<file path="src/multilinear_neuron_eval_top_assert.svh">
// Assertion macros for the neuron evaluator
`ifndef MULTILINEAR_NEURON_EVAL_TOP_ASSERT_SVH
`define MULTILINEAR_NEURON_EVAL_TOP_ASSERT_SVH
`ifndef SYNTH
`define MNEV_ASSERT(lbl, prop, msg) \
  lbl: assert property (@(posedge clk) disable iff (!rst_n) prop) else $error(msg);
`define MNEV_ASSERT_RST(lbl, prop, msg) \
  lbl: assert property (@(posedge clk) prop) else $error(msg);
`else
`define MNEV_ASSERT(lbl, prop, msg)
`define MNEV_ASSERT_RST(lbl, prop, msg)
`endif
`endif

</file>
<file path="src/mnev_pkg.sv">
`timescale 1ns / 1ps
`default_nettype none
package mnev_pkg;
  localparam int MAX_INPUTS  = 4;
  localparam int STORE_DEPTH = 16;
  localparam int NUM_SEL     = 4;
  localparam int COEF_AW     = MAX_INPUTS;
  localparam int COEF_DEPTH  = 1 << MAX_INPUTS;
  localparam int ST_AW       = $clog2(STORE_DEPTH);
  localparam int IN_IDX_W    = (MAX_INPUTS > 1) ? $clog2(MAX_INPUTS) : 1;
  localparam int VAL_W       = 16;
  localparam int ACT_W       = 2;
  localparam int SLOT_W      = 4;
  localparam int N_W         = 3;
  localparam int SEL_W       = 4;
  localparam int SRC_W       = 8;
  localparam int CFG_IDX_W   = 3;
  localparam int CFG_DATA_W  = 4;
  localparam int Q_SHIFT     = 14;
  localparam int MUL_W       = 2 * VAL_W;
  localparam int ACC_W       = VAL_W + MAX_INPUTS + 1;

  localparam logic signed [VAL_W-1:0] VAL_ONE     = 16'sd16384;
  localparam logic signed [VAL_W-1:0] VAL_NEG_ONE = -16'sd16384;
  localparam logic signed [ACC_W-1:0] ACC_ONE     = ACC_W'(16384);
  localparam logic signed [ACC_W-1:0] ACC_NEG_ONE = ACC_W'(-16384);
  localparam logic [N_W-1:0]          ACTIVE_RESET = 3'd4;

  typedef enum logic [ACT_W-1:0] {
    ACT_COEF  = 2'd0,
    ACT_STORE = 2'd1,
    ACT_EVAL  = 2'd2
  } action_t;

  typedef enum logic [CFG_IDX_W-1:0] {
    CFG_ACTIVE     = 3'd0,
    CFG_SEL_FIRST  = 3'd1,
    CFG_SEL_SECOND = 3'd2,
    CFG_SEL_THIRD  = 3'd3,
    CFG_SEL_FOURTH = 3'd4
  } cfg_idx_t;

  typedef enum logic [2:0] {
    S_IDLE,
    S_LOAD,
    S_RD,
    S_MUL1,
    S_MUL2,
    S_FIN,
    S_OUT
  } state_t;
endpackage
`default_nettype wire

</file>
<file path="src/mnev_ram.sv">
`timescale 1ns / 1ps
`default_nettype none
module mnev_ram #(
  parameter int WIDTH = 16,
  parameter int DEPTH = 16,
  localparam int AW = (DEPTH > 1) ? $clog2(DEPTH) : 1
) (
  input  logic             clk,
  input  logic             we,
  input  logic [AW-1:0]    waddr,
  input  logic [WIDTH-1:0] wdata,
  input  logic [AW-1:0]    raddr,
  output logic [WIDTH-1:0] rdata
);
  logic [WIDTH-1:0] mem [DEPTH];

  always_ff @(posedge clk) begin
    if (we) begin
      mem[waddr] <= wdata;
    end
    rdata <= mem[raddr];
  end
endmodule
`default_nettype wire

</file>
<file path="src/multilinear_neuron_eval_top.sv">
// Write requests (coefficient, store entry) are taken only in the idle state.
// An evaluate request with n active inputs loads the n inputs, then runs each of 2^n terms
// through read and two multiply states; no new request is taken until its result is output.
// One shared 16x16 multiplier serves both products of each term.
// Reset (synchronous, rst_n low) restores the register defaults and makes every
// coefficient and store entry read as zero through per-entry valid bits.
`timescale 1ns / 1ps
`default_nettype none
`include "multilinear_neuron_eval_top_assert.svh"
module multilinear_neuron_eval_top (
  input  logic                                   clk,
  input  logic                                   rst_n,
  input  logic                                   in_valid,
  output logic                                   in_ready,
  input  logic [mnev_pkg::ACT_W-1:0]             in_action,
  input  logic [mnev_pkg::SLOT_W-1:0]            in_slot,
  input  logic signed [mnev_pkg::VAL_W-1:0]      in_value,
  output logic                                   out_valid,
  input  logic                                   out_ready,
  output logic signed [mnev_pkg::VAL_W-1:0]      out_activation,
  input  logic                                   cfg_we,
  input  logic [mnev_pkg::CFG_IDX_W-1:0]         cfg_index,
  input  logic [mnev_pkg::CFG_DATA_W-1:0]        cfg_wdata
);
  mnev_pkg::state_t state_r, state_nxt;

  logic [mnev_pkg::N_W-1:0]   active_r;
  logic [mnev_pkg::SEL_W-1:0] sel_r [mnev_pkg::NUM_SEL];
  logic [mnev_pkg::SRC_W-1:0] src_sel [mnev_pkg::MAX_INPUTS];

  logic [mnev_pkg::COEF_DEPTH-1:0]  coef_vld_r;
  logic [mnev_pkg::STORE_DEPTH-1:0] store_vld_r;

  logic [mnev_pkg::N_W-1:0]      n_eff, n_eff_r;
  logic [mnev_pkg::IN_IDX_W-1:0] ld_cnt_r;
  logic [mnev_pkg::COEF_AW-1:0]  m_r, base_m, last_m;
  logic [mnev_pkg::IN_IDX_W-1:0] hb_idx;
  logic                          cap_vld_r;
  logic [mnev_pkg::IN_IDX_W-1:0] cap_idx_r;
  logic                          store_ok_r, coef_ok_r, acc_pend_r;

  logic signed [mnev_pkg::VAL_W-1:0] x_r [mnev_pkg::MAX_INPUTS];
  logic signed [mnev_pkg::VAL_W-1:0] coef_r;
  logic signed [mnev_pkg::MUL_W-1:0] mul_r, mul_nxt;
  logic signed [mnev_pkg::ACC_W-1:0] acc_r, term;
  logic signed [mnev_pkg::VAL_W-1:0] out_act_r, act_sat;
  logic                              out_valid_r;

  logic signed [mnev_pkg::VAL_W-1:0] val_sat, p_q, mul_a, mul_b, p_in, x_sel;
  logic                              accept, eval_go, out_load;
  logic                              coef_we, store_we, prod_we, mul_en;
  logic [mnev_pkg::SRC_W-1:0]        load_src;
  logic                              load_in_range;
  logic [mnev_pkg::ST_AW-1:0]        store_addr, store_raddr;
  logic [mnev_pkg::COEF_AW-1:0]      coef_addr;
  logic [mnev_pkg::VAL_W-1:0]        store_rdata, coef_rdata, prod_rdata;

  genvar gj;
  generate
    for (gj = 0; gj < mnev_pkg::MAX_INPUTS; gj++) begin : g_src
      if (gj < mnev_pkg::NUM_SEL) begin : g_reg
        assign src_sel[gj] = mnev_pkg::SRC_W'(sel_r[gj]);
      end else begin : g_fixed
        assign src_sel[gj] = mnev_pkg::SRC_W'(gj);
      end
    end
  endgenerate

  assign accept  = in_valid && in_ready;
  assign eval_go = accept && (in_action == mnev_pkg::ACT_EVAL);
  assign n_eff   = (active_r > mnev_pkg::N_W'(mnev_pkg::MAX_INPUTS)) ?
                   mnev_pkg::N_W'(mnev_pkg::MAX_INPUTS) : active_r;
  assign last_m  = mnev_pkg::COEF_AW'((1 << n_eff_r) - 1);

  always_comb begin
    if (in_value > mnev_pkg::VAL_ONE) begin
      val_sat = mnev_pkg::VAL_ONE;
    end else if (in_value < mnev_pkg::VAL_NEG_ONE) begin
      val_sat = mnev_pkg::VAL_NEG_ONE;
    end else begin
      val_sat = in_value;
    end
  end

  always_comb begin
    hb_idx = '0;
    for (int i = 0; i < mnev_pkg::MAX_INPUTS; i++) begin
      if (m_r[i]) begin
        hb_idx = mnev_pkg::IN_IDX_W'(i);
      end
    end
  end

  assign base_m = m_r & ~(mnev_pkg::COEF_AW'(1) << hb_idx);
  assign p_in   = (base_m == '0) ? mnev_pkg::VAL_ONE : $signed(prod_rdata);
  assign x_sel  = (m_r == '0) ? mnev_pkg::VAL_ONE : x_r[hb_idx];
  assign p_q    = mnev_pkg::VAL_W'(mul_r >>> mnev_pkg::Q_SHIFT);
  assign term   = mnev_pkg::ACC_W'(mul_r >>> mnev_pkg::Q_SHIFT);

  assign load_src      = src_sel[ld_cnt_r];
  assign load_in_range = (32'(load_src) < mnev_pkg::STORE_DEPTH);
  assign store_raddr   = mnev_pkg::ST_AW'(load_src);
  assign store_addr    = mnev_pkg::ST_AW'(in_slot);
  assign coef_addr     = mnev_pkg::COEF_AW'(in_slot);

  always_comb begin
    if (acc_r > mnev_pkg::ACC_ONE) begin
      act_sat = mnev_pkg::VAL_ONE;
    end else if (acc_r < mnev_pkg::ACC_NEG_ONE) begin
      act_sat = mnev_pkg::VAL_NEG_ONE;
    end else begin
      act_sat = mnev_pkg::VAL_W'(acc_r);
    end
  end

  // next state
  always_comb begin
    state_nxt = state_r;
    case (state_r)
      mnev_pkg::S_IDLE: begin
        if (eval_go) begin
          state_nxt = (n_eff == '0) ? mnev_pkg::S_RD : mnev_pkg::S_LOAD;
        end
      end
      mnev_pkg::S_LOAD: begin
        if (mnev_pkg::N_W'(ld_cnt_r) == n_eff_r - mnev_pkg::N_W'(1)) begin
          state_nxt = mnev_pkg::S_RD;
        end
      end
      mnev_pkg::S_RD:   state_nxt = mnev_pkg::S_MUL1;
      mnev_pkg::S_MUL1: state_nxt = mnev_pkg::S_MUL2;
      mnev_pkg::S_MUL2: begin
        state_nxt = (m_r == last_m) ? mnev_pkg::S_FIN : mnev_pkg::S_RD;
      end
      mnev_pkg::S_FIN:  state_nxt = mnev_pkg::S_OUT;
      mnev_pkg::S_OUT: begin
        if (!out_valid_r || out_ready) begin
          state_nxt = mnev_pkg::S_IDLE;
        end
      end
      default: state_nxt = mnev_pkg::S_IDLE;
    endcase
  end

  // outputs of the sequencer
  always_comb begin
    in_ready = 1'b0;
    out_load = 1'b0;
    coef_we  = 1'b0;
    store_we = 1'b0;
    prod_we  = 1'b0;
    mul_en   = 1'b0;
    mul_a    = p_in;
    mul_b    = x_sel;
    case (state_r)
      mnev_pkg::S_IDLE: begin
        in_ready = 1'b1;
        coef_we  = accept && (in_action == mnev_pkg::ACT_COEF) &&
                   (32'(in_slot) < mnev_pkg::COEF_DEPTH);
        store_we = accept && (in_action == mnev_pkg::ACT_STORE) &&
                   (32'(in_slot) < mnev_pkg::STORE_DEPTH);
      end
      mnev_pkg::S_MUL1: begin
        mul_en = 1'b1;
      end
      mnev_pkg::S_MUL2: begin
        mul_en  = 1'b1;
        prod_we = 1'b1;
        mul_a   = p_q;
        mul_b   = coef_r;
      end
      mnev_pkg::S_OUT: begin
        out_load = !out_valid_r || out_ready;
      end
      default: begin
      end
    endcase
  end

  assign mul_nxt = mnev_pkg::MUL_W'(mul_a) * mnev_pkg::MUL_W'(mul_b);

  mnev_ram #(.WIDTH(mnev_pkg::VAL_W), .DEPTH(mnev_pkg::COEF_DEPTH)) u_coef_ram (
    .clk   (clk),
    .we    (coef_we),
    .waddr (coef_addr),
    .wdata (val_sat),
    .raddr (m_r),
    .rdata (coef_rdata)
  );

  mnev_ram #(.WIDTH(mnev_pkg::VAL_W), .DEPTH(mnev_pkg::STORE_DEPTH)) u_store_ram (
    .clk   (clk),
    .we    (store_we),
    .waddr (store_addr),
    .wdata (val_sat),
    .raddr (store_raddr),
    .rdata (store_rdata)
  );

  mnev_ram #(.WIDTH(mnev_pkg::VAL_W), .DEPTH(mnev_pkg::COEF_DEPTH)) u_prod_ram (
    .clk   (clk),
    .we    (prod_we),
    .waddr (m_r),
    .wdata (p_q),
    .raddr (base_m),
    .rdata (prod_rdata)
  );

  always_ff @(posedge clk) begin
    if (!rst_n) begin
      state_r     <= mnev_pkg::S_IDLE;
      active_r    <= mnev_pkg::ACTIVE_RESET;
      for (int j = 0; j < mnev_pkg::NUM_SEL; j++) begin
        sel_r[j] <= mnev_pkg::SEL_W'(j);
      end
      coef_vld_r  <= '0;
      store_vld_r <= '0;
      cap_vld_r   <= 1'b0;
      acc_pend_r  <= 1'b0;
      out_valid_r <= 1'b0;
      n_eff_r     <= '0;
      ld_cnt_r    <= '0;
      m_r         <= '0;
    end else begin
      state_r    <= state_nxt;
      cap_vld_r  <= (state_r == mnev_pkg::S_LOAD);
      acc_pend_r <= (state_r == mnev_pkg::S_MUL2);
      if (cfg_we) begin
        case (cfg_index)
          mnev_pkg::CFG_ACTIVE:     active_r <= cfg_wdata[mnev_pkg::N_W-1:0];
          mnev_pkg::CFG_SEL_FIRST:  sel_r[0] <= cfg_wdata[mnev_pkg::SEL_W-1:0];
          mnev_pkg::CFG_SEL_SECOND: sel_r[1] <= cfg_wdata[mnev_pkg::SEL_W-1:0];
          mnev_pkg::CFG_SEL_THIRD:  sel_r[2] <= cfg_wdata[mnev_pkg::SEL_W-1:0];
          mnev_pkg::CFG_SEL_FOURTH: sel_r[3] <= cfg_wdata[mnev_pkg::SEL_W-1:0];
          default: begin
          end
        endcase
      end
      if (coef_we) begin
        coef_vld_r[coef_addr] <= 1'b1;
      end
      if (store_we) begin
        store_vld_r[store_addr] <= 1'b1;
      end
      if (eval_go) begin
        n_eff_r  <= n_eff;
        ld_cnt_r <= '0;
        m_r      <= '0;
      end
      if (state_r == mnev_pkg::S_LOAD) begin
        ld_cnt_r <= ld_cnt_r + mnev_pkg::IN_IDX_W'(1);
      end
      if (state_r == mnev_pkg::S_MUL2) begin
        m_r <= m_r + mnev_pkg::COEF_AW'(1);
      end
      if (out_load) begin
        out_valid_r <= 1'b1;
      end else if (out_ready) begin
        out_valid_r <= 1'b0;
      end
    end
  end

  always_ff @(posedge clk) begin
    cap_idx_r  <= ld_cnt_r;
    store_ok_r <= load_in_range && store_vld_r[store_raddr];
    coef_ok_r  <= coef_vld_r[m_r];
    if (cap_vld_r) begin
      x_r[cap_idx_r] <= store_ok_r ? $signed(store_rdata) : '0;
    end
    if (state_r == mnev_pkg::S_MUL1) begin
      coef_r <= coef_ok_r ? $signed(coef_rdata) : '0;
    end
    if (mul_en) begin
      mul_r <= mul_nxt;
    end
    if (eval_go) begin
      acc_r <= '0;
    end else if (acc_pend_r) begin
      acc_r <= acc_r + term;
    end
    if (out_load) begin
      out_act_r <= act_sat;
    end
  end

  assign out_valid      = out_valid_r;
  assign out_activation = out_act_r;

  `MNEV_ASSERT_RST(a_reset_idle, !rst_n |=> !out_valid && in_ready, "reset left a result or busy state")
  `MNEV_ASSERT(a_out_range, out_valid |-> (out_activation <= mnev_pkg::VAL_ONE && out_activation >= mnev_pkg::VAL_NEG_ONE), "activation outside unit range")
  `MNEV_ASSERT(a_out_from_seq, $rose(out_valid) |-> $past(state_r == mnev_pkg::S_OUT), "result raised outside output state")
  `MNEV_ASSERT(a_acc_after_mul, acc_pend_r |-> $past(state_r == mnev_pkg::S_MUL2), "accumulate without second product")
  `MNEV_ASSERT(a_load_bound, state_r == mnev_pkg::S_LOAD |-> mnev_pkg::N_W'(ld_cnt_r) < n_eff_r, "input load past active count")
endmodule
`default_nettype wire
</file>
<file path="config.mk">
export PLATFORM = sky130hd
export DESIGN_NAME = multilinear_neuron_eval_top
export DESIGN_NICKNAME = d
export VERILOG_FILES = /design/src/mnev_pkg.sv /design/src/mnev_ram.sv /design/src/multilinear_neuron_eval_top.sv
export VERILOG_INCLUDE_DIRS = /design/src /design/src/src
export SDC_FILE = /design/constraint.sdc
export NUM_CORES = 2
export LEC_CHECK = 0
export CORE_MARGIN = 1.5
export CORE_UTILIZATION = 30
export DETAILED_ROUTE_END_ITERATION = 6
export DONT_BUFFER_PORTS = 1
export HOLD_SLACK_MARGIN = 0.12
export PLACE_DENSITY = 0.57
export SLEW_MARGIN = 20
export SYNTH_ARGS = -nofsm -noshare
export SYNTH_HDL_FRONTEND = slang
export SYNTH_SLANG_ARGS = --single-unit
</file>
<file path="constraint.sdc">
create_clock -name clk -period 8.52 [get_ports clk]
set_input_delay 0.426 -clock clk [delete_from_list [all_inputs] [get_ports clk]]
set_output_delay 0.426 -clock clk [all_outputs]
set_load 0.01 [all_outputs]
</file>
== Yosys cells after proc, flatten, opt, wreduce, memory -nomap -nowiden ==
Memory sizes are Yosys's and may differ from the RTL's. A register that Yosys moved wholly into a read port is not among the register bits.
Cells that the tools add are included.
Storage, ports and cells
  bits in registers: 139
  latch bits: 0
  bits in writable memories: 848
  ROM bits: 0
  logic and storage cells: 157
  memories: 5
Operators by class
  add/sub/neg operators: 5
  multiply operators: 1
  div/mod/pow operators: 0
  magnitude comparators: 11
  equality and inequality tests: 17
  shift operators: 2
  mux-type cells: 68
  bitwise logic cells: 9
  reduce and logical (&&, ||, !) cells: 21
Memories
  u_coef_ram.mem: depth 16, width 16, read ports 1, clocked after Yosys merged registers in 1, wr ports 1, RTL line mnev_ram.sv:15  | logic [WIDTH-1:0] mem [DEPTH];
  u_prod_ram.mem: depth 16, width 16, read ports 1, clocked after Yosys merged registers in 1, wr ports 1, RTL line mnev_ram.sv:15
  u_store_ram.mem: depth 16, width 16, read ports 1, clocked after Yosys merged registers in 1, wr ports 1, RTL line mnev_ram.sv:15
  x_r: depth 4, width 16, read ports 1, clocked after Yosys merged registers in 0, wr ports 1, RTL line multilinear_neuron_eval_top.sv:42  | logic signed [mnev_pkg::VAL_W-1:0] x_r [mnev_pkg::MAX_INPUTS];
  sel_r: depth 4, width 4, read ports 4, clocked after Yosys merged registers in 0, wr ports 4, RTL line multilinear_neuron_eval_top.sv:28  | logic [mnev_pkg::SEL_W-1:0] sel_r [mnev_pkg::NUM_SEL];
Operators by type and width (count)
  16-bit 2-to-1 mux: 8
  1-bit 2-to-1 mux: 37
  16-bit by 16-bit multiplier with 32-bit output: 1
  16-bit bitwise OR: 2
  4-bit 2-to-1 mux: 6
  21-bit by 18-bit adder with 21-bit output: 1
  21-bit by 16-bit greater-than comparator with 1-bit output (second input constant): 1
  21-bit by 15-bit less-than comparator with 1-bit output (second input constant): 1
  3-bit one-hot mux with 7 select lines: 1
  8-bit binary-select mux with 2-bit select: 1
  16-bit greater-than comparator (second input constant): 1
  16-bit by 15-bit less-than comparator with 1-bit output (second input constant): 1
  8-bit 2-to-1 mux: 2
  4-bit by 5-bit less-than comparator with 1-bit output (second input constant): 3
  3-bit 2-to-1 mux: 5
  3-bit by 2-bit == test with 1-bit output (second input constant): 4
  3-bit == test (second input constant): 4
  2-bit 2-to-1 mux: 5
  3-bit logical NOT: 3
  1-bit binary-select mux with 4-bit select: 2
  4-bit logical NOT: 2
  8-bit by 5-bit less-than comparator with 1-bit output (second input constant): 1
  3-bit by 1-bit == test with 1-bit output (second input constant): 2
  1-bit logical AND: 6
  other kinds (26): 34

== Longest topological paths before layout ==
  depth in word-level cells: 10
  gate-level depth with buffers: 34

== Cells and area by module ==
A second synthesis with hierarchy kept.
Second synthesis, totals
  cells, all modules: 3249
  area total of the unflattened synthesis: 49437.4 µm²
By module, submodules not included
  mnev_ram: times used 3, cells an instance 432, area each 10043.4 µm², seq. area each 8007.7 µm²
  multilinear_neuron_eval_top: times used 1, cells an instance 1953, area each 19307.3 µm², seq. area each 5405.2 µm²

== Least setup slack after synthesis ==
OpenSTA, ideal clock, no wires.
  path type: register to register
  start: register m_r[1] (netlist bit)
  end: register mul_r[29] (netlist bit) (data pin)
  library setup time: 262 ps
  data arrival time: 7625 ps
  data required time: 8258 ps
  path slack: 632 ps
  cell stages (with the launch flop): 33
  period minus slack after synthesis: 7888 ps
  cell sequence: dfxtp_1 buf_2 inv_1 clkbuf_1 clkbuf_1 ha_1 nor2_1 clkbuf_1 a221oi_1 o31ai_1 clkbuf_1 nand2_1 fa_1 inv_1 fa_1 inv_1 fa_1 inv_1 fa_1 fa_1 inv_1 fa_1 inv_1 ha_1 nand4_1 a21oi_1 a221oi_1 o2111ai_1 a21oi_1 o211ai_1 a31oi_1 o21bai_1 xor2_1
Between the ends
  longest elaborated chain between the ends: 10
  elaborated cells between the ends (all ways): 14
  classes of those cells: 1 x mul; 1 x shift; 7 x mux; 2 x bitwise; 2 x reduce/logical; 1 x memory
Ends and longest elaborated chain
  start: declaration: RTL line multilinear_neuron_eval_top.sv:36  | logic [mnev_pkg::COEF_AW-1:0] m_r, base_m, last_m;
  start signal: assignment: RTL line multilinear_neuron_eval_top.sv:254  | m_r <= m_r + mnev_pkg::COEF_AW'(1);
  1-bit 2-to-1 mux: RTL line multilinear_neuron_eval_top.sv:88  | if (m_r[i]) begin
  2-bit 2-to-1 mux (2 in series): RTL line multilinear_neuron_eval_top.sv:88
  1-bit by 2-bit << shifter with 4-bit output: RTL line multilinear_neuron_eval_top.sv:94  | assign base_m = m_r & ~(mnev_pkg::COEF_AW'(1) << hb_idx);
  4-bit inverter: RTL line multilinear_neuron_eval_top.sv:94
  4-bit AND: RTL line multilinear_neuron_eval_top.sv:94
  4-bit logical NOT: RTL line multilinear_neuron_eval_top.sv:95  | assign p_in = (base_m == '0) ? mnev_pkg::VAL_ONE : $signed(prod_rdata);
  16-bit 2-to-1 mux: RTL line multilinear_neuron_eval_top.sv:95
  16-bit 2-to-1 mux: RTL line multilinear_neuron_eval_top.sv:155  | case (state_r)
  16-bit by 16-bit multiplier with 32-bit output (*): RTL line multilinear_neuron_eval_top.sv:180  | assign mul_nxt = mnev_pkg::MUL_W'(mul_a) * mnev_pkg::MUL_W'(mul_b);
  named net mul_nxt (one bit): RTL line multilinear_neuron_eval_top.sv:44  | logic signed [mnev_pkg::MUL_W-1:0] mul_r, mul_nxt;
  end signal: assignment: RTL line multilinear_neuron_eval_top.sv:275  | mul_r <= mul_nxt;
  end: declaration: RTL line multilinear_neuron_eval_top.sv:44
Mark *: on every way through the listed nets, which the timed path passes. The rest lies on a longest branch.
A chain may end at the register's enable or synchronous reset.

== Worst setup path in the final report ==
  start: register m_r[0] (netlist bit)
  end: register mul_r[29] (netlist bit) (data pin)
Between the ends
  longest elaborated chain between the ends: 5
  elaborated cells between the ends (all ways): 8
  classes of those cells: 1 x mul; 4 x mux; 1 x bitwise; 2 x reduce/logical
Ends and longest elaborated chain (RTL line)
  4-bit AND: multilinear_neuron_eval_top.sv:94
  4-bit logical NOT: multilinear_neuron_eval_top.sv:95
  16-bit 2-to-1 mux: multilinear_neuron_eval_top.sv:95
  16-bit 2-to-1 mux: multilinear_neuron_eval_top.sv:155
  16-bit by 16-bit multiplier with 32-bit output (*): multilinear_neuron_eval_top.sv:180
  named net mul_nxt (one bit): multilinear_neuron_eval_top.sv:44
Marks and branches as above.

==> qor.yml <==
grt_pass1_vias: 25500
fin_area_um2: 50200
ff2ff_setup_slack_ns: 0.40
power.leakage_nw: 18.3
crit-reg2reg-capture: "mul_r[29]"
tightest_slew_ns: 0.997
ys_seq_area_share_pct: 57.6
yosys.area.top_type: "edfxtp_1"
hp-class: "input port to flip-flop"
path_class: "flip-flop to flip-flop"
vias: 24800
cts_tree: "yes"
clk_pin_slew_ns: 0.06
grt_usage_pct: 14.2
critical_path.startpoint_type: "flip-flop"
fin_nets: 3594
drive_above_1_share_pct: 14.9
highest_layer: "met4"
dieArea_um2: 150000
seq_area_um2: 25600
layout_common_cells: "edfxtp_1 (770), inv_1 (309), nor2_1 (286), fa_1 (262), nand2_1 (206)"
multi_input_area_um2: 17300
drt-wirelength-per-cell_um: 20.6
layout_commonest_cell: "edfxtp_1"
ant_nets: 0
place.gp.congestion: 0.849
post-route-util_pct: 34.3
area_growth_syn_to_layout_pct: 13.1
route.met2.wl_mm: 50.6
tns_ns: 0
whs_path_depth: 2
whs_endpoint: "sel_r[2][2]"
synth.distinct_cells: 70
drt-initial-drc-count: 2219
syn_inst: 3106
clk_path_buf_depth: 3
yosys.area.top_type_share_pct: 52.1
reg2reg_depth: 27
die_w_um: 388
min_period_ns: 8.12
antenna_found_initial: 4
numPortBuffers: 0
critPathMaxFanout: 9
synthTopCellsByArea: "edfxtp_1 (52%), fa_1 (12%), mux4_2 (8.1%)"
power_density_nw_per_um2: 176
grt_max_degree: 57
hpwl_mm: 71.3
synth_ff_type: "edfxtp_1"
synth_seq_cells: 893
ios: 52
coreArea_um2: 146000
critPathArrivalTime_ns: 8.52
fin_skew_ns: 0.0338
rows: 140
clkLatencyLatePin_ns: 0.67
cts_root_buffer: "clkbuf_16"
htreeDepth: 3
status: "finished, final reports clean"
numCtsBuffers: 86
nFillCells: 14000
synth_edf_count: 770
routed_wl_mm: 107
syn_avg_cell_area_um2: 14.3
drc: 0
viasPerCell: 4.78
overflow: 0
drtPass1Iterations: 5
grt_pass1_wl_mm: 162
r2r-start: "m_r[0]"
max_freq_mhz: 123
place_area_um2: 47300
ys_warn_count: 0
die_h_um: 388
rsz0062_at_grt: "false"
fin_crit_sh_pct: 95.3
relSlewSlack_pct: 33.5
cts_setup_buffers: 0
syn_nets: 3511
route.met3.wl_mm: 5.57
drt-met1-wl_mm: 48.2
drv_slew: 0
min_from: "cfg_we"
peakVddDrop_mv: 0.138
synth_area_um2: 44400
setup_viol: 0
hold_viol: 0
clkSinkCount: 893
start_util_pct: 30.3
drv_cap: 0
crit_required_ns: 8.92
async_flop_share_pct: 0
critical_path.endpoint_type: "flip-flop"
report_power, final:
| group | total (mW) | switching (mW) | internal, mW |
|---|---|---|---|
| sequential | 4.80 | 0.0160 | 4.78 |
| combinational | 0.308 | 0.197 | 0.111 |
| clock | 3.73 | 1.65 | 2.08 |
| total | 8.83 | 1.86 | 6.97 |
cells by family (layout without fill, tap and decap cells):
family                   after synthesis  after routing  share of synthesized area (%)
other                                  0              4                              0
AO/OA/AOI/OAI                        322            322                           4.69
XOR/XNOR                              55             55                           1.09
flip-flops                           893            893                           57.6
multiplexers                         228            228                           9.70
buffers and inverters                442            598                           3.78
adder cells (fa/ha/maj)              372            372                           14.9
AND/OR/NAND/NOR                      794            794                           8.20
worst max-delay path, stage by stage (launching register included):
cell and delay [ns]:
dfxtp_4 0.34, inv_1 0.10, ha_1 0.25, or3_1 0.34
o221ai_1 0.39, and2_1 0.21, a21o_1 0.29, nand2_1 0.13
fa_1 0.52, fa_1 0.52, fa_1 0.52, inv_1 0.06
fa_1 0.49, fa_1 0.49, inv_1 0.05, fa_1 0.47
inv_1 0.04, ha_1 0.31, a21o_1 0.19, a21o_1 0.18
a221oi_1 0.55, o2111ai_1 0.17, a21oi_1 0.33, buf_4 0.19
o211ai_1 0.17, a31oi_1 0.29, o21bai_1 0.11, xor2_1 0.14
state kept, by name (all words and copies together), names as in the netlist, 18 cells and up:
| signal | flops |
|---|---|
| mul_r | 18 |
| x_r | 64 |
| u_store_ram.mem | 256 |
| u_prod_ram.mem | 128 |
| u_coef_ram.mem | 256 |
| acc_r | 21 |
final cells by class:
type | count | share of cell area [%]
Tap cell | 1917 | 4.78
Clock inverter | 36 | 0.732
Timing Repair Buffer | 127 | 2.01
Inverter | 310 | 2.32
Antenna cell | 4 | 0.0199
Sequential cell | 893 | 51.0
Multi-Input combinational cell | 1771 | 34.5
Clock buffer | 125 | 4.72
synth_stat cells (all sizes together) (15+ instances only):
cell type    n
edfxtp     770
inv        309
nor2       308
fa         262
nand2      206
mux4       159
dfxtp      123
ha         109
clkbuf      99
a21oi       93
and2        83
o21ai       74
mux2i       42
nand3       41
nor2b       37
a211oi      36
buf         33
xnor2       32
mux2        27
nor3        26
nand2b      25
xor2        23
a21o        22
o21a        18
a221oi      15
layer usage:
layer  vias to the layer above  track usage, %
met3                       121            2.15
met4                         0            3.69
met2                       628            23.1
li1                      11200               -
met5                         -               0
met1                     12800            19.8
through the flow:
stage	hold slack [ns]	cells	total power, mW	worst slack (ns)
2_1_floorplan	0.326	3106	5.09	0.632
3_5_place_dp	0.456	5000	5.20	0.186
3_3_place_gp	0.446	5000	5.19	0.230
5_1_grt	0.170	5179	9.12	0.0143
6_report	0.190	5183	8.83	0.397
4_1_cts	0.144	5178	8.93	0.180
worst max-delay path by stage:
stage                       from        end  slack (ns)  depth (start not counted)
after floorplan           m_r[1]  mul_r[29]        0.63                         32
after global placement    m_r[1]  mul_r[29]        0.23                         28
after detailed placement  m_r[1]  mul_r[29]        0.19                         28
after CTS                 m_r[1]  mul_r[29]        0.18                         28
after global routing      m_r[0]  mul_r[29]        0.01                         27
final                     m_r[0]  mul_r[29]        0.40                         27
timing repair:
action / 4_1_cts / 5_1_grt
hold buffers: 17 / 0
endpoints found under the hold margin: 70 / 0
resized for setup: 0 / 1
endpoints found under the setup margin: 0 / 3
(Power assumes the default switching activity.)
